$ cat config.mk
export PLATFORM = sky130hd
export DESIGN_NAME = frame_reorder_buffer
export DESIGN_NICKNAME = d
export VERILOG_FILES = /design/src/rtl/core/frb_pkg.sv /design/src/rtl/core/frame_reorder_buffer.sv /design/src/rtl/core/frb_ctrl.sv /design/src/rtl/core/frb_datapath.sv
export SDC_FILE = /design/constraint.sdc
export NUM_CORES = 2
export LEC_CHECK = 0
export BUFFER_PORTS_ARGS = -buffer_cell sky130_fd_sc_hd__buf_4
export CORE_ASPECT_RATIO = 0.9
export CORE_MARGIN = 2
export CORE_UTILIZATION = 47
export CTS_CLUSTER_SIZE = 24
export DETAILED_ROUTE_END_ITERATION = 6
export GPL_ROUTABILITY_DRIVEN = 0
export GPL_TIMING_DRIVEN = 0
export PLACE_DENSITY = 0.68
export SYNTH_ARGS = -nofsm -noshare
export SYNTH_HDL_FRONTEND = slang
export SYNTH_SLANG_ARGS = --single-unit
$ cat constraint.sdc
create_clock -name clk -period 9.7 [get_ports clk]
set_clock_uncertainty 0.15 [all_clocks]
set_input_delay 1.94 -clock clk [delete_from_list [all_inputs] [get_ports clk]]
set_output_delay 1.94 -clock clk [all_outputs]
set_load 0.02 [all_outputs]
$ cat src/rtl/core/frb_pkg.sv
// ----------------------------------------------------------------------------
// frb_pkg
// Shared types and constants for the frame reorder buffer.
// ----------------------------------------------------------------------------
package frb_pkg;

  localparam int STORE_DEPTH_DEF  = 16;
  localparam int HANDLE_WIDTH_DEF = 16;

  localparam int SEQ_W  = 32;
  localparam int LEN_W  = 16;
  localparam int CNT_W  = 32;
  localparam int CFG_DW = 11;
  localparam int CFG_IW = 2;

  localparam logic [CFG_IW-1:0] CFG_MIN_SEG = 2'd0;
  localparam logic [CFG_IW-1:0] CFG_MAX_SEG = 2'd1;
  localparam logic [CFG_IW-1:0] CFG_MIN_BUF = 2'd2;
  localparam logic [CFG_IW-1:0] CFG_HDR     = 2'd3;

  localparam logic [10:0] MIN_SEG_RST = 11'd16;
  localparam logic [10:0] MAX_SEG_RST = 11'd1500;
  localparam logic [10:0] MIN_BUF_RST = 11'd24;
  localparam logic [7:0]  HDR_RST     = 8'd16;

  localparam logic [1:0] CAUSE_IN_ORDER = 2'd0;
  localparam logic [1:0] CAUSE_DRAINED  = 2'd1;
  localparam logic [1:0] CAUSE_FORCED   = 2'd2;

  typedef enum logic [3:0] {
    ST_IDLE,
    ST_CLASSIFY,
    ST_SCAN,
    ST_DECIDE,
    ST_GAP,
    ST_FORCE,
    ST_DRAIN,
    ST_DSCAN,
    ST_DHIT,
    ST_FINISH
  } state_t;

  typedef enum logic [1:0] {
    SRC_NEW,
    SRC_MEM,
    SRC_HIT
  } emit_src_t;

  typedef struct packed {
    logic       load_in;
    logic       scan_start;
    logic       scan_step;
    logic       rd_min;
    logic       calc_gap;
    logic       add_gap;
    logic       emit;
    emit_src_t  emit_src;
    logic [1:0] emit_cause;
    logic       clear_hit;
    logic       store_new;
    logic       store_at_min;
    logic       flush;
  } cmd_t;

  typedef struct packed {
    logic bad_len;
    logic first;
    logic stale;
    logic next;
    logic last_max;
    logic scan_last;
    logic dup;
    logic full;
    logic new_lt_min;
    logic hit_found;
    logic emit_ok;
    logic out_free;
  } status_t;

endpackage

$ cat src/rtl/core/frame_reorder_buffer.sv
// ----------------------------------------------------------------------------
// frame_reorder_buffer
// Sequence-number reorder buffer for received frame descriptors.
// ----------------------------------------------------------------------------
// One request is handled at a time. A rejected or stale frame goes straight
// back to idle and a first frame is released directly. An in-order frame is
// released and then drains the store. Every store search walks the store one
// entry per cycle through its single read port. An early frame is stored after
// one search unless it is a duplicate. When the store is full, a gap count and
// a forced release follow the search, then the drain. Each frame drained from
// the store takes one search. A drain closes after a search that finds no
// next frame, or without one if the last released sequence is the maximum.
// Releases leave through a pending stage and an output register, so the run
// of an input can stall on out_stall without losing order; such stalls add
// to its run. Config writes are always ready and are meant for idle periods.
// ----------------------------------------------------------------------------
module frame_reorder_buffer #(
  parameter int STORE_DEPTH  = frb_pkg::STORE_DEPTH_DEF,
  parameter int HANDLE_WIDTH = frb_pkg::HANDLE_WIDTH_DEF
) (
  input  logic                       clk,
  input  logic                       rst,
  input  logic                       cfg_valid,
  output logic                       cfg_ready,
  input  logic [frb_pkg::CFG_IW-1:0] cfg_index,
  input  logic [frb_pkg::CFG_DW-1:0] cfg_data,
  input  logic                       in_valid,
  output logic                       in_stall,
  input  logic [frb_pkg::SEQ_W-1:0]  frame_seq,
  input  logic [frb_pkg::LEN_W-1:0]  segment_len,
  input  logic [frb_pkg::LEN_W-1:0]  buffer_len,
  input  logic [HANDLE_WIDTH-1:0]    buffer_handle,
  output logic                       out_valid,
  input  logic                       out_stall,
  output logic [frb_pkg::SEQ_W-1:0]  out_seq,
  output logic [HANDLE_WIDTH-1:0]    out_handle,
  output logic [frb_pkg::LEN_W-1:0]  payload_len,
  output logic [1:0]                 release_cause,
  output logic                       last_of_run,
  output logic [frb_pkg::CNT_W-1:0]  missed_total,
  output logic [frb_pkg::CNT_W-1:0]  released_total
);

  frb_pkg::cmd_t    cmd;
  frb_pkg::status_t status;

  assign cfg_ready = 1'b1;

  frb_ctrl u_ctrl (
    .clk      (clk),
    .rst      (rst),
    .in_valid (in_valid),
    .in_stall (in_stall),
    .status   (status),
    .cmd      (cmd)
  );

  frb_datapath #(
    .STORE_DEPTH  (STORE_DEPTH),
    .HANDLE_WIDTH (HANDLE_WIDTH)
  ) u_datapath (
    .clk            (clk),
    .rst            (rst),
    .cfg_valid      (cfg_valid),
    .cfg_index      (cfg_index),
    .cfg_data       (cfg_data),
    .frame_seq      (frame_seq),
    .segment_len    (segment_len),
    .buffer_len     (buffer_len),
    .buffer_handle  (buffer_handle),
    .out_stall      (out_stall),
    .out_valid      (out_valid),
    .out_seq        (out_seq),
    .out_handle     (out_handle),
    .payload_len    (payload_len),
    .release_cause  (release_cause),
    .last_of_run    (last_of_run),
    .missed_total   (missed_total),
    .released_total (released_total),
    .cmd            (cmd),
    .status         (status)
  );

endmodule

$ cat src/rtl/core/frb_ctrl.sv
// ----------------------------------------------------------------------------
// frb_ctrl
// Sequencer for the reorder buffer: classifies each request, walks the
// store for search and drain, and steps the datapath through releases.
// ----------------------------------------------------------------------------
module frb_ctrl (
  input  logic             clk,
  input  logic             rst,
  input  logic             in_valid,
  output logic             in_stall,
  input  frb_pkg::status_t status,
  output frb_pkg::cmd_t    cmd
);

  frb_pkg::state_t state;
  frb_pkg::state_t state_next;

  always_ff @(posedge clk) begin
    if (rst) begin
      state <= frb_pkg::ST_IDLE;
    end else begin
      state <= state_next;
    end
  end

  always_comb begin
    state_next = state;
    unique case (state)
      frb_pkg::ST_IDLE: begin
        if (in_valid) state_next = frb_pkg::ST_CLASSIFY;
      end
      frb_pkg::ST_CLASSIFY: begin
        if (status.bad_len) begin
          state_next = frb_pkg::ST_IDLE;
        end else if (status.first) begin
          if (status.emit_ok) state_next = frb_pkg::ST_FINISH;
        end else if (status.stale) begin
          state_next = frb_pkg::ST_IDLE;
        end else if (status.next) begin
          if (status.emit_ok) state_next = frb_pkg::ST_DRAIN;
        end else begin
          state_next = frb_pkg::ST_SCAN;
        end
      end
      frb_pkg::ST_SCAN: begin
        if (status.scan_last) state_next = frb_pkg::ST_DECIDE;
      end
      frb_pkg::ST_DECIDE: begin
        if (status.dup || !status.full) begin
          state_next = frb_pkg::ST_IDLE;
        end else begin
          state_next = frb_pkg::ST_GAP;
        end
      end
      frb_pkg::ST_GAP: begin
        state_next = frb_pkg::ST_FORCE;
      end
      frb_pkg::ST_FORCE: begin
        if (status.emit_ok) state_next = frb_pkg::ST_DRAIN;
      end
      frb_pkg::ST_DRAIN: begin
        if (status.last_max) begin
          state_next = frb_pkg::ST_FINISH;
        end else begin
          state_next = frb_pkg::ST_DSCAN;
        end
      end
      frb_pkg::ST_DSCAN: begin
        if (status.scan_last) state_next = frb_pkg::ST_DHIT;
      end
      frb_pkg::ST_DHIT: begin
        if (!status.hit_found) begin
          state_next = frb_pkg::ST_FINISH;
        end else if (status.emit_ok) begin
          state_next = frb_pkg::ST_DRAIN;
        end
      end
      frb_pkg::ST_FINISH: begin
        if (status.out_free) state_next = frb_pkg::ST_IDLE;
      end
      default: begin
        state_next = frb_pkg::ST_IDLE;
      end
    endcase
  end

  always_comb begin
    cmd          = '0;
    cmd.emit_src = frb_pkg::SRC_NEW;
    in_stall     = (state != frb_pkg::ST_IDLE);
    unique case (state)
      frb_pkg::ST_IDLE: begin
        cmd.load_in = in_valid;
      end
      frb_pkg::ST_CLASSIFY: begin
        if (!status.bad_len) begin
          if (status.first || (!status.stale && status.next)) begin
            cmd.emit       = status.emit_ok;
            cmd.emit_src   = frb_pkg::SRC_NEW;
            cmd.emit_cause = frb_pkg::CAUSE_IN_ORDER;
          end else if (!status.stale) begin
            cmd.scan_start = 1'b1;
          end
        end
      end
      frb_pkg::ST_SCAN, frb_pkg::ST_DSCAN: begin
        cmd.scan_step = 1'b1;
      end
      frb_pkg::ST_DECIDE: begin
        if (!status.dup) begin
          if (!status.full) begin
            cmd.store_new = 1'b1;
          end else begin
            cmd.calc_gap = 1'b1;
            cmd.rd_min   = 1'b1;
          end
        end
      end
      frb_pkg::ST_GAP: begin
        cmd.add_gap = 1'b1;
      end
      frb_pkg::ST_FORCE: begin
        if (status.emit_ok) begin
          cmd.emit       = 1'b1;
          cmd.emit_cause = frb_pkg::CAUSE_FORCED;
          if (status.new_lt_min) begin
            cmd.emit_src = frb_pkg::SRC_NEW;
          end else begin
            cmd.emit_src     = frb_pkg::SRC_MEM;
            cmd.store_new    = 1'b1;
            cmd.store_at_min = 1'b1;
          end
        end
      end
      frb_pkg::ST_DRAIN: begin
        cmd.scan_start = !status.last_max;
      end
      frb_pkg::ST_DHIT: begin
        if (status.hit_found && status.emit_ok) begin
          cmd.emit       = 1'b1;
          cmd.emit_src   = frb_pkg::SRC_HIT;
          cmd.emit_cause = frb_pkg::CAUSE_DRAINED;
          cmd.clear_hit  = 1'b1;
        end
      end
      frb_pkg::ST_FINISH: begin
        cmd.flush = status.out_free;
      end
      default: begin
        cmd = '0;
      end
    endcase
  end

endmodule

$ cat src/rtl/core/frb_datapath.sv
// ----------------------------------------------------------------------------
// frb_datapath
// Config registers, frame store, search trackers, counters, and the
// pending/output result registers of the reorder buffer.
// ----------------------------------------------------------------------------
module frb_datapath #(
  parameter int STORE_DEPTH  = frb_pkg::STORE_DEPTH_DEF,
  parameter int HANDLE_WIDTH = frb_pkg::HANDLE_WIDTH_DEF
) (
  input  logic                       clk,
  input  logic                       rst,
  input  logic                       cfg_valid,
  input  logic [frb_pkg::CFG_IW-1:0] cfg_index,
  input  logic [frb_pkg::CFG_DW-1:0] cfg_data,
  input  logic [frb_pkg::SEQ_W-1:0]  frame_seq,
  input  logic [frb_pkg::LEN_W-1:0]  segment_len,
  input  logic [frb_pkg::LEN_W-1:0]  buffer_len,
  input  logic [HANDLE_WIDTH-1:0]    buffer_handle,
  input  logic                       out_stall,
  output logic                       out_valid,
  output logic [frb_pkg::SEQ_W-1:0]  out_seq,
  output logic [HANDLE_WIDTH-1:0]    out_handle,
  output logic [frb_pkg::LEN_W-1:0]  payload_len,
  output logic [1:0]                 release_cause,
  output logic                       last_of_run,
  output logic [frb_pkg::CNT_W-1:0]  missed_total,
  output logic [frb_pkg::CNT_W-1:0]  released_total,
  input  frb_pkg::cmd_t              cmd,
  output frb_pkg::status_t           status
);

  localparam int IDXW = $clog2(STORE_DEPTH);
  localparam logic [IDXW-1:0] LAST_IDX = IDXW'(STORE_DEPTH - 1);

  // configuration
  logic [10:0] min_seg;
  logic [10:0] max_seg;
  logic [10:0] min_buf;
  logic [7:0]  hdr;

  always_ff @(posedge clk) begin
    if (rst) begin
      min_seg <= frb_pkg::MIN_SEG_RST;
      max_seg <= frb_pkg::MAX_SEG_RST;
      min_buf <= frb_pkg::MIN_BUF_RST;
      hdr     <= frb_pkg::HDR_RST;
    end else if (cfg_valid) begin
      unique case (cfg_index)
        frb_pkg::CFG_MIN_SEG: min_seg <= cfg_data;
        frb_pkg::CFG_MAX_SEG: max_seg <= cfg_data;
        frb_pkg::CFG_MIN_BUF: min_buf <= cfg_data;
        frb_pkg::CFG_HDR:     hdr     <= cfg_data[7:0];
        default: ;
      endcase
    end
  end

  // captured request
  logic [frb_pkg::SEQ_W-1:0] seq_in;
  logic [frb_pkg::LEN_W-1:0] slen_in;
  logic [frb_pkg::LEN_W-1:0] blen_in;
  logic [HANDLE_WIDTH-1:0]   handle_in;
  logic [frb_pkg::LEN_W-1:0] new_plen;
  logic [frb_pkg::LEN_W-1:0] hdr_ext;

  always_ff @(posedge clk) begin
    if (cmd.load_in) begin
      seq_in    <= frame_seq;
      slen_in   <= segment_len;
      blen_in   <= buffer_len;
      handle_in <= buffer_handle;
    end
  end

  assign hdr_ext  = {8'd0, hdr};
  assign new_plen = (blen_in > hdr_ext) ? (blen_in - hdr_ext) : '0;

  // store
  logic [frb_pkg::SEQ_W-1:0] seq_mem    [STORE_DEPTH];
  logic [HANDLE_WIDTH-1:0]   handle_mem [STORE_DEPTH];
  logic [frb_pkg::LEN_W-1:0] plen_mem   [STORE_DEPTH];
  logic [STORE_DEPTH-1:0]    slot_valid;

  logic [IDXW-1:0]           scan_cnt;
  logic [IDXW-1:0]           rd_addr;
  logic [IDXW-1:0]           wr_addr;
  logic [IDXW-1:0]           rd_idx;
  logic                      rd_live;
  logic                      rd_vld;
  logic [frb_pkg::SEQ_W-1:0] rd_seq;
  logic [HANDLE_WIDTH-1:0]   rd_handle;
  logic [frb_pkg::LEN_W-1:0] rd_plen;

  logic                      dup;
  logic                      min_found;
  logic [frb_pkg::SEQ_W-1:0] min_seq;
  logic [IDXW-1:0]           min_idx;
  logic                      free_found;
  logic [IDXW-1:0]           free_idx;
  logic                      hit_found;
  logic [IDXW-1:0]           hit_idx;
  logic [frb_pkg::SEQ_W-1:0] hit_seq;
  logic [HANDLE_WIDTH-1:0]   hit_handle;
  logic [frb_pkg::LEN_W-1:0] hit_plen;

  logic [frb_pkg::SEQ_W-1:0] last_seq;
  logic [frb_pkg::SEQ_W-1:0] last_p1;

  assign rd_addr = cmd.rd_min ? min_idx : scan_cnt;
  assign wr_addr = cmd.store_at_min ? min_idx : free_idx;

  always_ff @(posedge clk) begin
    if (cmd.store_new) begin
      seq_mem[wr_addr]    <= seq_in;
      handle_mem[wr_addr] <= handle_in;
      plen_mem[wr_addr]   <= new_plen;
    end
    if (cmd.scan_step || cmd.rd_min) begin
      rd_seq    <= seq_mem[rd_addr];
      rd_handle <= handle_mem[rd_addr];
      rd_plen   <= plen_mem[rd_addr];
      rd_vld    <= slot_valid[rd_addr];
      rd_idx    <= rd_addr;
    end
  end

  always_ff @(posedge clk) begin
    if (rst) begin
      slot_valid <= '0;
    end else begin
      if (cmd.store_new) slot_valid[wr_addr] <= 1'b1;
      if (cmd.clear_hit) slot_valid[hit_idx] <= 1'b0;
    end
  end

  // one entry per cycle: duplicate, minimum, first free, next-in-order
  always_ff @(posedge clk) begin
    if (rst) begin
      scan_cnt   <= '0;
      rd_live    <= 1'b0;
      dup        <= 1'b0;
      min_found  <= 1'b0;
      free_found <= 1'b0;
      hit_found  <= 1'b0;
      min_seq    <= '0;
      min_idx    <= '0;
      free_idx   <= '0;
      hit_idx    <= '0;
      hit_seq    <= '0;
      hit_handle <= '0;
      hit_plen   <= '0;
    end else if (cmd.scan_start) begin
      scan_cnt   <= '0;
      rd_live    <= 1'b0;
      dup        <= 1'b0;
      min_found  <= 1'b0;
      free_found <= 1'b0;
      hit_found  <= 1'b0;
    end else if (cmd.scan_step) begin
      scan_cnt <= (scan_cnt == LAST_IDX) ? '0 : scan_cnt + 1'b1;
      rd_live  <= 1'b1;
      if (rd_live) begin
        if (rd_vld) begin
          if (rd_seq == seq_in) dup <= 1'b1;
          if (!min_found || (rd_seq < min_seq)) begin
            min_found <= 1'b1;
            min_seq   <= rd_seq;
            min_idx   <= rd_idx;
          end
          if (rd_seq == last_p1) begin
            hit_found  <= 1'b1;
            hit_idx    <= rd_idx;
            hit_seq    <= rd_seq;
            hit_handle <= rd_handle;
            hit_plen   <= rd_plen;
          end
        end else if (!free_found) begin
          free_found <= 1'b1;
          free_idx   <= rd_idx;
        end
      end
    end
  end

  // counters and release bookkeeping
  logic                      any_released;
  logic [frb_pkg::CNT_W-1:0] missed;
  logic [frb_pkg::CNT_W-1:0] released;
  logic [frb_pkg::CNT_W-1:0] released_next;
  logic [frb_pkg::CNT_W-1:0] gap;
  logic [frb_pkg::CNT_W:0]   missed_sum;

  logic [frb_pkg::SEQ_W-1:0] e_seq;
  logic [HANDLE_WIDTH-1:0]   e_handle;
  logic [frb_pkg::LEN_W-1:0] e_plen;

  logic                      pend_valid;
  logic [frb_pkg::SEQ_W-1:0] pend_seq;
  logic [HANDLE_WIDTH-1:0]   pend_handle;
  logic [frb_pkg::LEN_W-1:0] pend_plen;
  logic [1:0]                pend_cause;
  logic [frb_pkg::CNT_W-1:0] pend_missed;
  logic [frb_pkg::CNT_W-1:0] pend_released;
  logic                      push_out;

  always_comb begin
    case (cmd.emit_src)
      frb_pkg::SRC_MEM: begin
        e_seq    = rd_seq;
        e_handle = rd_handle;
        e_plen   = rd_plen;
      end
      frb_pkg::SRC_HIT: begin
        e_seq    = hit_seq;
        e_handle = hit_handle;
        e_plen   = hit_plen;
      end
      default: begin
        e_seq    = seq_in;
        e_handle = handle_in;
        e_plen   = new_plen;
      end
    endcase
  end

  assign released_next = (&released) ? released : released + 1'b1;
  assign missed_sum    = {1'b0, missed} + {1'b0, gap};
  assign push_out      = (cmd.emit && pend_valid) || cmd.flush;

  // seq - (last + 1) == seq + ~last
  always_ff @(posedge clk) begin
    if (cmd.calc_gap) begin
      gap <= (status.new_lt_min ? seq_in : min_seq) + ~last_seq;
    end
  end

  always_ff @(posedge clk) begin
    if (rst) begin
      last_seq     <= '0;
      last_p1      <= 32'd1;
      any_released <= 1'b0;
      missed       <= '0;
      released     <= '0;
      pend_valid   <= 1'b0;
      out_valid    <= 1'b0;
    end else begin
      if (cmd.add_gap) begin
        missed <= missed_sum[frb_pkg::CNT_W] ? '1 : missed_sum[frb_pkg::CNT_W-1:0];
      end
      if (cmd.emit) begin
        last_seq     <= e_seq;
        last_p1      <= e_seq + 1'b1;
        any_released <= 1'b1;
        released     <= released_next;
        pend_valid   <= 1'b1;
      end else if (cmd.flush) begin
        pend_valid <= 1'b0;
      end
      if (push_out) begin
        out_valid <= 1'b1;
      end else if (!out_stall) begin
        out_valid <= 1'b0;
      end
    end
  end

  always_ff @(posedge clk) begin
    if (cmd.emit) begin
      pend_seq      <= e_seq;
      pend_handle   <= e_handle;
      pend_plen     <= e_plen;
      pend_cause    <= cmd.emit_cause;
      pend_missed   <= missed;
      pend_released <= released_next;
    end
    if (push_out) begin
      out_seq        <= pend_seq;
      out_handle     <= pend_handle;
      payload_len    <= pend_plen;
      release_cause  <= pend_cause;
      missed_total   <= pend_missed;
      released_total <= pend_released;
      last_of_run    <= cmd.flush;
    end
  end

  always_comb begin
    status            = '0;
    status.bad_len    = ({5'd0, min_seg} > slen_in) || (slen_in > {5'd0, max_seg})
                        || (blen_in < {5'd0, min_buf});
    status.first      = !any_released;
    status.stale      = (seq_in <= last_seq);
    status.next       = (seq_in == last_p1);
    status.last_max   = &last_seq;
    status.scan_last  = rd_live && (rd_idx == LAST_IDX);
    status.dup        = dup;
    status.full       = &slot_valid;
    status.new_lt_min = (seq_in < min_seq);
    status.hit_found  = hit_found;
    status.out_free   = !out_valid || !out_stall;
    status.emit_ok    = !pend_valid || status.out_free;
  end

endmodule

==> metrics.sh <==
NETLIST.TOP_CELL.BY_AREA='edfxtp_1'
SETUP_VIOL_COUNT_FINAL=0
CLKSINKCOUNT=1775
CRIT_FANOUT=22
HOLD_START='u_datapath.pend_seq[2]$_DFFE_PP_'
PLACEDINSTANCEAREA_UM2=81700
NETLIST_AREA_UM2=76300
LAYOUT_WORST_PATH_CYCLE_SHARE_PCT=95.8
CTS_SETUP_BUFFERS=0
FINAL.SETUP.TNS_NS=0
CTS_ROOT_BUFFER='clkbuf_16'
IOPINCOUNT=232
ANT_NETS=0
SETUP.WORST_PATH.START_CLASS='flip-flop'
TOTAL_ITERATIONS_OF_THE_FIRST_DETAILED_ROUTING_RUN=7
GRT.OVERFLOW.TOTAL=0
CRITICAL_PATH.MOST_COMMON_CELL='buf_4'
DIEHEIGHT_UM=386
HOLDPATHSTAGES=0
SYNTH.YOSYS.SEQ_AREA_SHARE_PCT=65.8
AVGSYNTHCELLAREA_UM2=12.0
VIA_COUNT=53691
REG2REG_FROM='u_datapath.seq_in[17]$_DFFE_PP_'
POST_CTS_HOLD_BUFFER_COUNT=0
CLOCK.FMAX_MHz=108
WIRE_LENGTH_OF_THE_FIRST_GLOBAL_ROUTING_PASS_UM=333000
NUM-FILL-CELLS=13342
LAYOUT-DRIVE-GT1-SHARE_PCT=10.0
FP.DIEAREA_UM2=166000
POST_SYNTH_EDFFS=1466
CORE_AREA_UM2=162000
YOSYSWARNINGS=0
WORST_SLEW_PIN_SLEW_NS=1.47
TRITONCTS_CLOCK_TREE='built'
FINAL_MAX_SLEW_VIOL_COUNT=0
FF2FF_SETUP_SLACK_NS=0.41
TIMING.SETUP.CRITICAL_PATH_CLASS='reg -> reg'
PORTBUFFERS=229
CRITPATHCAPTURETYPE='flip-flop'
HOLD_PATH_CLASS='reg -> reg'
FINALWORSTPATHREQUIREDPERIOD_NS=9.29
R2R_CELLS=25
TIMING.FINAL.HOLD_VIOLATIONS=0
ROWS=140
FAILED_CHECKS='design-rule violations'
POST_SYNTH_INST_COUNT=6355
DP.FINAL_HPWL_UM=160000
YS_TOP_CELLS_BY_AREA='edfxtp_1 58%, dfxtp_1 8.1%, nand2_1 6.0%'
FINALWIRELENGTH_UM=230000
DIE_W_UM=429
POST_SYNTH_NUM_CELL_TYPES=83
MAXCAPVIOLATIONS=0
FLOW.AREA_GROWTH_FROM_SYNTHESIS_PCT=14.9
YS_FF_LATCH=1775
CTS.CLK_SLEW.WORST_PATHS_NS=0.06
SYNTH_FF_TYPE='edfxtp_1'
FINAL_CORE_UTILIZATION_PCT=54.3
STANDBY_LEAKAGE_POWER_uW=0.0307
AVGVIACOUNTPERCELL=5.90
R2R_END='u_datapath.last_p1[22]$_SDFFE_PP0P_'
CELLPOWERDENSITY_nW_PER_UM2=183
HTREEDEPTH=4
START_UTIL_PCT=47.2
CP_SLOWEST_CELL='edfxtp_1'
WORSTSKEWPAIRLATENCY_NS=0.85
DRCVIOLATIONCOUNT=1
HOLDPATHEND='u_datapath.out_seq[2]$_DFFE_PP_'
GRT.TOTAL_USAGE_PCT=27.3
LAYOUT.CELLS.NON_FILLER=9093
CP_SLOWEST_STAGE_DELAY_NS=1.26
PLACE.DETAILED.INSTANCES=8757
CLK_PATH_BUF_DEPTH=3
CTS_BUFFERS=177
SYN-NUM-NETS=6658
PEAKVDDDROP_V=0.000165
STATUS='finished with violations'
NNETSFINAL=7109
GRT_MAX_DEGREE=72
RSZ_0062_RAISED_AFTER_GLOBAL_ROUTING='no'
CRIT_ARRIVAL_NS=9.88
YOSYSTOPAREACELLSHARE_PCT=57.7
VIAS_IN_THE_FIRST_GLOBAL_ROUTE=51663
DRT-WIRELENGTH-PER-CELL_UM=25.3
WORST-ENDPOINT-REQUIRED_NS=10.29
MAXSLEWHEADROOM_PCT=2.13
CTS_RESIZED=0
GRT_ANTENNA_BEFORE_REPAIR=8
DRT_FIRST_ITER_VIOLATIONS=6570
FINALINSTANCEAREA_UM2=87700
SYNTHARSTFLOPSHARE_PCT=0
## layout make-up
| class | instances | area [um^2] | area share (%) |
|---|---|---|---|
| flip-flops and latches | 1775 | 50200 | 57.3 |
| clock inverters | 108 | 1200 | 1.37 |
| plain buffers | 350 | 1430 | 1.63 |
| inverters | 179 | 672 | 0.766 |
| well taps | 2130 | 2670 | 3.04 |
| diodes | 2 | 5.00 | 0.00571 |
| clock buffers | 226 | 4730 | 5.39 |
| multi-input cells | 4051 | 24200 | 27.5 |
| repair buffers | 272 | 2610 | 2.98 |
## state kept, by name, indices dropped and copies added (netlist names), 32 cells and up
register / count
u_datapath.seq_mem: 512
u_datapath.handle_mem: 256
u_datapath.plen_mem: 256
u_datapath.gap: 32
u_datapath.hit_seq: 32
u_datapath.last_p1: 32
u_datapath.last_seq: 32
u_datapath.min_seq: 32
u_datapath.missed: 32
u_datapath.missed_total: 32
u_datapath.out_seq: 32
u_datapath.pend_missed: 32
u_datapath.pend_released: 32
u_datapath.pend_seq: 32
u_datapath.rd_seq: 32
u_datapath.released: 32
u_datapath.released_total: 32
u_datapath.seq_in: 32
## worst max-delay path: cells and delay by family (launching register included)
family / cells / cell delay [ns]
xor+xnor: 1 / 0.16
buf+inv: 9 / 3.25
compound gates: 8 / 2.32
flops: 1 / 1.26
fa+ha+maj: 3 / 1.19
simple gates: 4 / 0.85
## stage by stage
stage	hold slack, ns	worst slack [ns]	power, uW
6_report	0.233	0.408	16000
5_1_grt	0.260	0.411	16400
4_1_cts	0.245	0.714	16100
3_5_place_dp	0.255	0.755	9150
3_3_place_gp	0.253	-1.64	9140
2_1_floorplan	0.250	2.44	8860
## synthesized netlist by cell type (9+ instances only)
library cell  number
mux2_1            28
o211ai_1          10
o21bai_1           9
nor4_1            30
xor2_1           129
a311oi_1         140
o21ai_0          109
nand3_1          581
nor3_1            67
clkbuf_1         256
nor2b_1           60
or3_1             16
and3_1            91
mux2_2            39
inv_1            176
buf_2             57
and2_1            10
o21ai_1           22
a21o_1            62
a31oi_1           91
a211oi_1          74
o31ai_1           16
edfxtp_1        1466
dfxtp_1          309
a21oi_1          174
mux2i_1          125
nor2_1           306
nand4_1           55
nand2_1         1216
xnor2_1           94
nand2b_1          92
a22oi_1           56
ha_1             202
buf_1             28
o21a_1            34
a211o_1           11
## kinds of logic (layout without fill, tap and decap cells)
| family | Yosys count | after routing | synth area share (%) |
|---|---|---|---|
| compound gates | 864 | 864 | 7.76 |
| xor+xnor | 223 | 223 | 2.56 |
| fa+ha+maj | 205 | 205 | 3.39 |
| buf+inv | 529 | 1135 | 2.75 |
| flops | 1775 | 1775 | 65.8 |
| mux | 192 | 192 | 2.63 |
| other cells | 1 | 3 | 0.00492 |
| simple gates | 2566 | 2566 | 15.1 |
## routing by layer
layer  share of wire [%]  GRT usage, %  wire (um)  vias to the layer above
met5              0.0056             0         13                        -
met4                 6.1          15.6      14000                        2
met3                  10          5.85      23000                      595
met2                  46          43.0     105000                     2900
met1                  38          35.1      88500                    26066
li1                    -             -          -                    24128
## cells in the final DEF (no fill, tap or decap), types with 176 or more instances in the layout
cell | synthesis | layout
ha_1 | 202 | 202
inv_1 | 176 | 176
clkbuf_1 | 256 | 295
edfxtp_1 | 1466 | 1466
nor2_1 | 306 | 290
nand3_1 | 581 | 581
clkbuf_16 | 0 | 179
nand2_1 | 1216 | 1215
buf_4 | 8 | 238
dfxtp_1 | 309 | 309
## worst max path at each step
| stage | start | end | slack (ns) | cells past startpoint |
|---|---|---|---|---|
| 2_1_floorplan | out_stall | u_datapath.pend_cause[0]$_DFFE_PP_ | 2.44 | 6 |
| 3_3_place_gp | out_stall | u_datapath.pend_plen[13]$_DFFE_PP_ | -1.64 | 7 |
| 3_5_place_dp | u_datapath.seq_in[17]$_DFFE_PP_ | u_datapath.last_p1[22]$_SDFFE_PP0P_ | 0.76 | 25 |
| 4_1_cts | u_datapath.seq_in[17]$_DFFE_PP_ | u_datapath.last_p1[22]$_SDFFE_PP0P_ | 0.71 | 25 |
| 5_1_grt | u_datapath.seq_in[17]$_DFFE_PP_ | u_datapath.last_p1[22]$_SDFFE_PP0P_ | 0.41 | 25 |
| 6_report | u_datapath.seq_in[17]$_DFFE_PP_ | u_datapath.last_p1[22]$_SDFFE_PP0P_ | 0.41 | 25 |
## power breakdown
part           total, uW  internal (uW)  leakage, uW  switching [uW]
clock               7000           3990      0.00289            3010
sequential          8440           8310       0.0157             131
combinational        564            202       0.0121             362
Note: power is estimated with default switching activity, not from simulation.
